$ cat config.mk
export PLATFORM = sky130hd
export DESIGN_NAME = epoch_seconds_to_calendar_date_top
export DESIGN_NICKNAME = d
export VERILOG_FILES = /design/src/rtl/core/es2cd_pkg.sv /design/src/rtl/core/epoch_seconds_to_calendar_date_top.sv /design/src/rtl/core/es2cd_ctrl.sv
export SDC_FILE = /design/constraint.sdc
export NUM_CORES = 2
export LEC_CHECK = 0
export BUFFER_PORTS_ARGS = -buffer_cell sky130_fd_sc_hd__buf_2
export CORE_UTILIZATION = 32
export CTS_BUF_LIST = sky130_fd_sc_hd__clkbuf_4
export CTS_CLUSTER_SIZE = 14
export DETAILED_ROUTE_END_ITERATION = 7
export REMOVE_ABC_BUFFERS = 1
export SLEW_MARGIN = 15
export SYNTH_ARGS = -nofsm -noshare
export SYNTH_HDL_FRONTEND = slang
export SYNTH_SLANG_ARGS = --single-unit
$ cat constraint.sdc
create_clock -name clk -period 14.5 [get_ports clk]
set_input_delay 1.45 -clock clk [delete_from_list [all_inputs] [get_ports clk]]
set_output_delay 1.45 -clock clk [all_outputs]
set_load 0.01 [all_outputs]
$ cat src/rtl/core/es2cd_pkg.sv
// Shared constants, types and calendar helper functions for the epoch-to-date converter.
package es2cd_pkg;

  // Number of register stages between the input and the output word.
  localparam int NumStages = 8;

  // Seconds per day split as 675 * 2^7; the low 7 bits pass straight through.
  localparam int         DayLowBits = 7;
  localparam logic [9:0] DayHigh    = 10'd675;

  // Reciprocal multipliers. Each pair gives floor(x / d) as (x * Recip) >> Shift.
  // The day reciprocal is rounded down and may come out one low; a compare fixes it.
  // The others are rounded up and are exact over the input ranges that reach them.
  localparam logic [25:0] DayRecip  = 26'd50903316;
  localparam int          DayShift  = 35;
  localparam logic [15:0] HourRecip = 16'd37283;
  localparam int          HourShift = 27;
  localparam logic [11:0] MinRecip  = 12'd2185;
  localparam int          MinShift  = 17;
  localparam logic [16:0] WeekRecip = 17'd74899;
  localparam int          WeekShift = 19;
  localparam logic [15:0] YearRecip = 16'd45965;
  localparam int          YearShift = 24;

  localparam logic [11:0] SecsPerHour  = 12'd3600;
  localparam logic [5:0]  SecsPerMin   = 6'd60;
  localparam logic [2:0]  DaysPerWeek  = 3'd7;
  localparam logic [2:0]  EpochWeekday = 3'd4;
  localparam logic [8:0]  DaysPerYear  = 9'd365;

  // Year offsets are counted from 1970.
  localparam logic [7:0] EpochYearOff   = 8'd70;
  localparam logic [7:0] CenturyYearOff = 8'd130;

  typedef struct packed {
    logic [NumStages-1:0] en;
    logic [NumStages-1:0] vld;
  } pipe_ctl_t;

  // Leap years among 1970 .. 1970+yoff-1. The year 2000 is a leap year and 2100 is not.
  function automatic logic [5:0] leaps_before(input logic [7:0] yoff);
    logic [8:0] quarter;
    logic       skip;
    quarter = (9'(yoff) + 9'd1) >> 2;
    skip    = (yoff > CenturyYearOff);
    return 6'(quarter - 9'(skip));
  endfunction

  function automatic logic is_leap(input logic [7:0] yoff);
    return (yoff[1:0] == 2'd2) && (yoff != CenturyYearOff);
  endfunction

  // Zero-based day of year on which a month starts.
  function automatic logic [8:0] month_start(input logic [3:0] mon, input logic leap);
    logic [8:0] base;
    case (mon)
      4'd0:    base = 9'd0;
      4'd1:    base = 9'd31;
      4'd2:    base = 9'd59;
      4'd3:    base = 9'd90;
      4'd4:    base = 9'd120;
      4'd5:    base = 9'd151;
      4'd6:    base = 9'd181;
      4'd7:    base = 9'd212;
      4'd8:    base = 9'd243;
      4'd9:    base = 9'd273;
      4'd10:   base = 9'd304;
      4'd11:   base = 9'd334;
      default: base = 9'd0;
    endcase
    return base + 9'(leap && (mon >= 4'd2));
  endfunction

endpackage

$ cat src/rtl/core/epoch_seconds_to_calendar_date_top.sv
// Top level of the epoch-seconds to Gregorian calendar date converter.
// Throughput is one word per cycle; each of the 8 stages holds its word under
// backpressure and empty stages fill up, so in_ready drops only when all are full.
// Reset (rst, synchronous) clears every stage valid bit; the data path is not reset.
// There is no stored state besides the words in flight.
module epoch_seconds_to_calendar_date_top (
  input  logic        clk,
  input  logic        rst,
  input  logic        in_valid,
  output logic        in_ready,
  input  logic [31:0] epoch_seconds,
  output logic        out_valid,
  input  logic        out_ready,
  output logic [5:0]  second,
  output logic [5:0]  minute,
  output logic [4:0]  hour,
  output logic [2:0]  weekday,
  output logic [7:0]  years_since_1900,
  output logic [8:0]  day_of_year,
  output logic [3:0]  month_index,
  output logic [4:0]  day_of_month
);
  import es2cd_pkg::*;

  pipe_ctl_t ctl;

  es2cd_ctrl u_ctrl (
    .clk       (clk),
    .rst       (rst),
    .in_valid  (in_valid),
    .in_ready  (in_ready),
    .out_valid (out_valid),
    .out_ready (out_ready),
    .ctl       (ctl)
  );

  // Stage 1: the day count is the input over 86400. The low 7 bits of the input
  // are the low bits of the seconds of day; the rest is divided by 675 with a
  // reciprocal multiply.
  logic [6:0]  s1_tlo;
  logic [24:0] s1_x;
  logic [50:0] s1_prod;

  always_ff @(posedge clk) begin
    if (ctl.en[0]) begin
      s1_tlo  <= epoch_seconds[DayLowBits-1:0];
      s1_x    <= epoch_seconds[31:DayLowBits];
      s1_prod <= 51'(epoch_seconds[31:DayLowBits]) * 51'(DayRecip);
    end
  end

  // Stage 2: the quotient estimate may be one short, so the partial remainder
  // can reach just under twice 675.
  logic [6:0]  s2_tlo;
  logic [15:0] s2_q;
  logic [10:0] s2_r;
  logic [15:0] q_est;
  logic [25:0] q_times;

  assign q_est   = s1_prod[50:DayShift];
  assign q_times = 26'(q_est) * 26'(DayHigh);

  always_ff @(posedge clk) begin
    if (ctl.en[1]) begin
      s2_tlo <= s1_tlo;
      s2_q   <= q_est;
      s2_r   <= 11'(26'(s1_x) - q_times);
    end
  end

  // Stage 3: one compare and subtract settles the day count and the seconds of day.
  logic [15:0] s3_days;
  logic [16:0] s3_sod;
  logic        r_over;
  logic [10:0] r_fix;

  assign r_over = (s2_r >= 11'(DayHigh));
  assign r_fix  = r_over ? (s2_r - 11'(DayHigh)) : s2_r;

  always_ff @(posedge clk) begin
    if (ctl.en[2]) begin
      s3_days <= s2_q + 16'(r_over);
      s3_sod  <= {r_fix[9:0], s2_tlo};
    end
  end

  // Stage 4: three reciprocal multiplies in parallel give the hour, the number
  // of whole weeks since the epoch Thursday offset, and a year estimate.
  logic [4:0]  s4_hour;
  logic [12:0] s4_q7;
  logic [7:0]  s4_yoff;
  logic [15:0] s4_days;
  logic [16:0] s4_sod;
  logic [15:0] days_wk;
  logic [31:0] hprod;
  logic [31:0] wprod;
  logic [31:0] yprod;

  assign days_wk = s3_days + 16'(EpochWeekday);
  assign hprod   = 32'(s3_sod) * 32'(HourRecip);
  assign wprod   = 32'(days_wk) * 32'(WeekRecip);
  assign yprod   = 32'(s3_days) * 32'(YearRecip);

  always_ff @(posedge clk) begin
    if (ctl.en[3]) begin
      s4_hour <= hprod[HourShift+4:HourShift];
      s4_q7   <= wprod[WeekShift+12:WeekShift];
      s4_yoff <= yprod[YearShift+7:YearShift];
      s4_days <= s3_days;
      s4_sod  <= s3_sod;
    end
  end

  // Stage 5: remainders. The year estimate ignores leap days, so the day of
  // year left over can be slightly negative, never below minus the leap count.
  logic [11:0]       s5_remh;
  logic [2:0]        s5_wd;
  logic signed [9:0] s5_dr;
  logic [7:0]        s5_yoff;
  logic [4:0]        s5_hour;
  logic [16:0]       h_secs;
  logic [15:0]       wk_days;
  logic [16:0]       y_days;
  logic [17:0]       dr_calc;

  assign h_secs  = 17'(s4_hour) * 17'(SecsPerHour);
  assign wk_days = 16'(s4_q7) * 16'(DaysPerWeek);
  assign y_days  = 17'(s4_yoff) * 17'(DaysPerYear);
  assign dr_calc = 18'(s4_days) - 18'(y_days) - 18'(leaps_before(s4_yoff));

  always_ff @(posedge clk) begin
    if (ctl.en[4]) begin
      s5_remh <= 12'(s4_sod - h_secs);
      s5_wd   <= 3'(s4_days + 16'(EpochWeekday) - wk_days);
      s5_dr   <= dr_calc[9:0];
      s5_yoff <= s4_yoff;
      s5_hour <= s4_hour;
    end
  end

  // Stage 6: step the year back once when the estimate overshot, and split
  // the seconds of the hour into minutes.
  logic [5:0]  s6_minute;
  logic [11:0] s6_remh;
  logic [7:0]  s6_year;
  logic        s6_leap;
  logic [8:0]  s6_doy0;
  logic [4:0]  s6_hour;
  logic [2:0]  s6_wd;
  logic        overshoot;
  logic [7:0]  year_fix;
  logic        leap_fix;
  logic [9:0]  doy_fix;
  logic [23:0] mprod;

  assign overshoot = s5_dr[9];
  assign year_fix  = overshoot ? (s5_yoff - 8'd1) : s5_yoff;
  assign leap_fix  = is_leap(year_fix);
  assign doy_fix   = overshoot ? (10'(s5_dr) + 10'(DaysPerYear) + 10'(leap_fix))
                               : 10'(s5_dr);
  assign mprod     = 24'(s5_remh) * 24'(MinRecip);

  always_ff @(posedge clk) begin
    if (ctl.en[5]) begin
      s6_minute <= mprod[MinShift+5:MinShift];
      s6_remh   <= s5_remh;
      s6_year   <= year_fix;
      s6_leap   <= leap_fix;
      s6_doy0   <= doy_fix[8:0];
      s6_hour   <= s5_hour;
      s6_wd     <= s5_wd;
    end
  end

  // Stage 7: the month is found by comparing the day of year against all
  // month start days at once; the starts rise, so the last match wins.
  logic [5:0] s7_second;
  logic [5:0] s7_minute;
  logic [3:0] s7_month;
  logic [7:0] s7_year;
  logic       s7_leap;
  logic [8:0] s7_doy0;
  logic [4:0] s7_hour;
  logic [2:0] s7_wd;
  logic [3:0] mon_sel;
  logic [11:0] m_secs;

  always_comb begin
    mon_sel = 4'd0;
    for (int m = 1; m < 12; m++) begin
      if (s6_doy0 >= month_start(4'(m), s6_leap)) begin
        mon_sel = 4'(m);
      end
    end
  end

  assign m_secs = 12'(s6_minute) * 12'(SecsPerMin);

  always_ff @(posedge clk) begin
    if (ctl.en[6]) begin
      s7_second <= 6'(s6_remh - m_secs);
      s7_minute <= s6_minute;
      s7_month  <= mon_sel;
      s7_year   <= s6_year;
      s7_leap   <= s6_leap;
      s7_doy0   <= s6_doy0;
      s7_hour   <= s6_hour;
      s7_wd     <= s6_wd;
    end
  end

  // Stage 8: output registers. Day of year and day of month count from one.
  always_ff @(posedge clk) begin
    if (ctl.en[7]) begin
      second           <= s7_second;
      minute           <= s7_minute;
      hour             <= s7_hour;
      weekday          <= s7_wd;
      years_since_1900 <= s7_year + EpochYearOff;
      day_of_year      <= s7_doy0 + 9'd1;
      month_index      <= s7_month;
      day_of_month     <= 5'(s7_doy0 - month_start(s7_month, s7_leap) + 9'd1);
    end
  end

endmodule

$ cat src/rtl/core/es2cd_ctrl.sv
// Valid and stall control for the converter pipeline.
module es2cd_ctrl (
  input  logic                  clk,
  input  logic                  rst,
  input  logic                  in_valid,
  output logic                  in_ready,
  output logic                  out_valid,
  input  logic                  out_ready,
  output es2cd_pkg::pipe_ctl_t  ctl
);
  import es2cd_pkg::*;

  logic [NumStages-1:0] vld;
  logic [NumStages-1:0] en;

  // A stage loads when it is empty or when its word moves on this cycle.
  always_comb begin
    en[NumStages-1] = !vld[NumStages-1] || out_ready;
    for (int i = NumStages - 2; i >= 0; i--) begin
      en[i] = !vld[i] || en[i+1];
    end
  end

  always_ff @(posedge clk) begin
    if (rst) begin
      vld <= '0;
    end else begin
      if (en[0]) begin
        vld[0] <= in_valid;
      end
      for (int i = 1; i < NumStages; i++) begin
        if (en[i]) begin
          vld[i] <= vld[i-1];
        end
      end
    end
  end

  assign in_ready  = en[0];
  assign out_valid = vld[NumStages-1];
  assign ctl.en    = en;
  assign ctl.vld   = vld;

`ifndef SYNTHESIS
  // With the last stage empty nothing can hold back the input.
  a_empty_tail_ready: assert property (@(posedge clk) disable iff (rst)
    !vld[NumStages-1] |-> in_ready)
    else $error("input stalled while the last stage is empty");

  // A word that is not taken stays in the last stage.
  a_tail_held: assert property (@(posedge clk) disable iff (rst)
    (vld[NumStages-1] && !out_ready) |=> vld[NumStages-1])
    else $error("stalled output word was dropped");

  // An accepted input with no output taken adds exactly one word in flight.
  a_fill_count: assert property (@(posedge clk) disable iff (rst)
    (in_valid && in_ready && !(out_valid && out_ready))
      |=> ($countones(vld) == $past($countones(vld)) + 1))
    else $error("word count in the pipeline is off");
`endif

endmodule
==> impl_metrics.toml <==
[run_status]
status = "complete, no violations"

[sta]
setup_slack_ns = 7.73
timing.final.crit_share_pct = 46.7
tightest_slew_ns = 0.971
maxSlewHeadroom_pct = 35.1
drv_slew = 0
max_freq_ghz = 0.148
fin_skew_ns = 0.0675
layout_min_cycle_time_ns = 6.77
setup_viol = 0
final-hold-violation-count = 0
rsz0062_at_grt = "false"
final.setup.tns_ns = 0

[critical_path]
worstSetupPathType = "input pin to register"
critPathMaxFanout = 11
worstRegToRegCells = 23
cp.arrival_ns = 7.36
crit_chain = "buf_2, fa_1, ha_1, inv_1, fa_1, fa_1, fa_1, inv_1, fa_1, inv_1, fa_1, inv_1, ha_1, a21o_1, a21o_1, a21oi_1, nor3_1, a2111oi_0, o21ai_0, a2111oi_0, o41ai_1, xor2_1"
rrSetupSlack_ns = 8.03
start_kind = "input pin"
crit_family = "adder cells"
path_buf_inv = 5
cp_slowest_stage_delay_ns = 0.58
worstReg2RegStart = "s3_days[4]"
cpMostUsedCell = "fa_1"
endpoint_kind = "register"
crit_required_ns = 15.09
crit_path_top_delay_cell = "fa_1"
r2r-end = "s4_q7[2]"

[clocking]
postCtsResizedCells = 0
ctsHtreeMaxLevel = 3
post_cts_buffers = 0
clock_latency_ns = 0.85
root_buffer = "clkbuf_4"
cts_buffers = 78
cts-hold-fix-buffers = 0
numClockSinks = 311
cts_tree = "yes"
cts_buffer_depth = 3
path_clk_slew_ns = 0.06

[worst_hold_path]
min-delay-start = "s6_wd[0]"
hold_path_depth = 0
hold_end = "s7_wd[0]"
hold_path.class = "register to register"

[route]
avgRoutedWirePerCell_um = 13.7
drcViolationCount = 0
drtIter0Drc = 542
drt_first_pass_iters = 5
vias_per_cell = 4.42
via_count = 21000
routed_wl_um = 65300
ant_nets = 0

[global_routing]
grt_max_degree = 47
track_usage_pct = 12.2
grt_antenna_before_repair = 5
grt_pass1_vias = 22200
grt_overflow_total = 0
grt_pass1_wl_um = 111000

[placed_design]
hpwl_um = 54100
io_buffer_count = 83
gp_congestion = 0.842
dpl_worst_slack_ns = 6.88
dp_cells = 4608

[die]
rows = 121
fp.dieH_um = 335
start_util_pct = 32.5
core_area_um2 = 109000
dieWidth_um = 335
dieArea_um2 = 112000
io_pins = 84

[logic_synthesis]
synthFlopType = "edfxtp_1"
async_flop_share_pct = 0
synth_area_per_cell_um2 = 11.6
synth_edf_count = 303
synth_top_cell_area_share_pct = 29.9
yosys_warnings = 0
ys_top_cells_by_area = "ha_1 30%, edfxtp_1 26%, fa_1 22%"
synth_area_um2 = 35500
ys_types = 64
synth_cells = 3055
yosysTopAreaCell = "ha_1"
seq_area_frac_synth_pct = 26.0
synth_seq_cells = 311

[job]
cap_violations = 0

[final_layout]
nets = 4490
final_core_util_pct = 35.5
finalNonFillerCells = 4755
seq_area_um2 = 9260
fill_cells = 10900
multiInputGateArea_um2 = 23500
layout-drive-gt1-share_pct = 7.21
area_growth_pct = 9.41
==> per-stage QoR <==
stage / hold slack, ns / cell area (um^2)
2_1_floorplan: 0.400 / 35500
3_3_place_gp: 0.402 / 37800
3_5_place_dp: 0.405 / 37800
4_1_cts: 0.377 / 38900
5_1_grt: 0.412 / 38900
6_report: 0.395 / 38900
==> sequential cells by signal, summed over array words and instances (netlist names), 7 cells and up <==
name	flops
s5_yoff	8
s3_sod	17
s5_remh	12
years_since_1900	8
s4_yoff	8
s2_tlo	7
s6_doy0	9
s7_doy0	9
s1_prod	16
s4_days	10
s3_days	16
s4_sod	12
s2_q	16
u_ctrl.vld	8
s1_x	11
s7_year	8
day_of_year	9
s2_r	11
s1_tlo	7
s6_year	8
s5_dr	10
==> worst max path at each step <==
stage / startpoint / endpoint / cells after the start
3_3_place_gp: epoch_seconds[13] / s1_prod[38] / 22
6_report: epoch_seconds[13] / s1_prod[38] / 22
3_5_place_dp: epoch_seconds[13] / s1_prod[38] / 22
5_1_grt: epoch_seconds[13] / s1_prod[38] / 22
4_1_cts: epoch_seconds[13] / s1_prod[38] / 22
2_1_floorplan: epoch_seconds[13] / s1_prod[38] / 21
==> area by class of cell <==
cell class / instances / share of cell area, %
inverters: 739 / 7.13
multi-input cells: 1993 / 60.4
clock inverters: 27 / 0.528
well taps: 1476 / 4.75
repair buffers: 89 / 1.18
clock buffers: 114 / 2.20
flip-flops and latches: 311 / 23.8
diodes: 6 / 0.0386
==> per-layer routing <==
metal  vias up  global-route usage, %  part of all wire [%]
met5         -                      0                 0.034
met4         4                   3.00                   1.4
met3        80                   1.74                   3.3
met2       280                   21.0                    48
met1     10100                   16.1                    47
li1      10500                      -                     -
==> cell families (layout without fill, tap and decap cells) <==
family / after synthesis / in the layout / share of synthesized area [%]
fa+ha+maj: 1242 / 1242 / 52.0
buf+inv: 751 / 969 / 7.93
flops: 311 / 311 / 26.0
simple gates: 279 / 279 / 3.92
compound gates: 275 / 275 / 5.15
xor+xnor: 187 / 187 / 4.61
mux: 10 / 10 / 0.296
other cells: 0 / 6 / 0
==> cells in the mapped netlist (13+ instances only) <==
master	instances
ha_1	848
inv_1	738
fa_1	394
edfxtp_1	303
xnor2_1	133
a21oi_1	78
nor2_1	72
nand2_1	59
xor2_1	54
a21o_1	50
o21ai_0	48
nand4_1	30
nand3_1	26
nor3_1	16
and3_1	13
nand2b_1	13
nor2b_1	13
==> cells in the final DEF (no fill, tap or decap), types with 16 or more instances in the layout <==
cell,count
nor3_1,16
a21oi_1,78
xor2_1,54
buf_2,83
edfxtp_1,303
ha_1,848
nand2_1,58
a21o_1,50
nand3_1,25
nand4_1,30
clkbuf_4,114
fa_1,394
xnor2_1,133
clkinv_1,16
inv_1,737
nor2_1,72
o21ai_0,48
==> worst reg2reg max path: cells and delay by family, from the launching register on <==
kind                     cells  cell delay [ns]
AO/OA/AOI/OAI                3             0.62
XOR/XNOR                     2             0.36
adder cells (fa/ha/maj)      8             3.36
buffers and inverters        3             0.16
flip-flops                   1             0.83
AND/OR/NAND/NOR              7             0.94
Power is not shown: default switching activity piles up to over one toggle a cycle in this logic, so the estimate is an artifact.
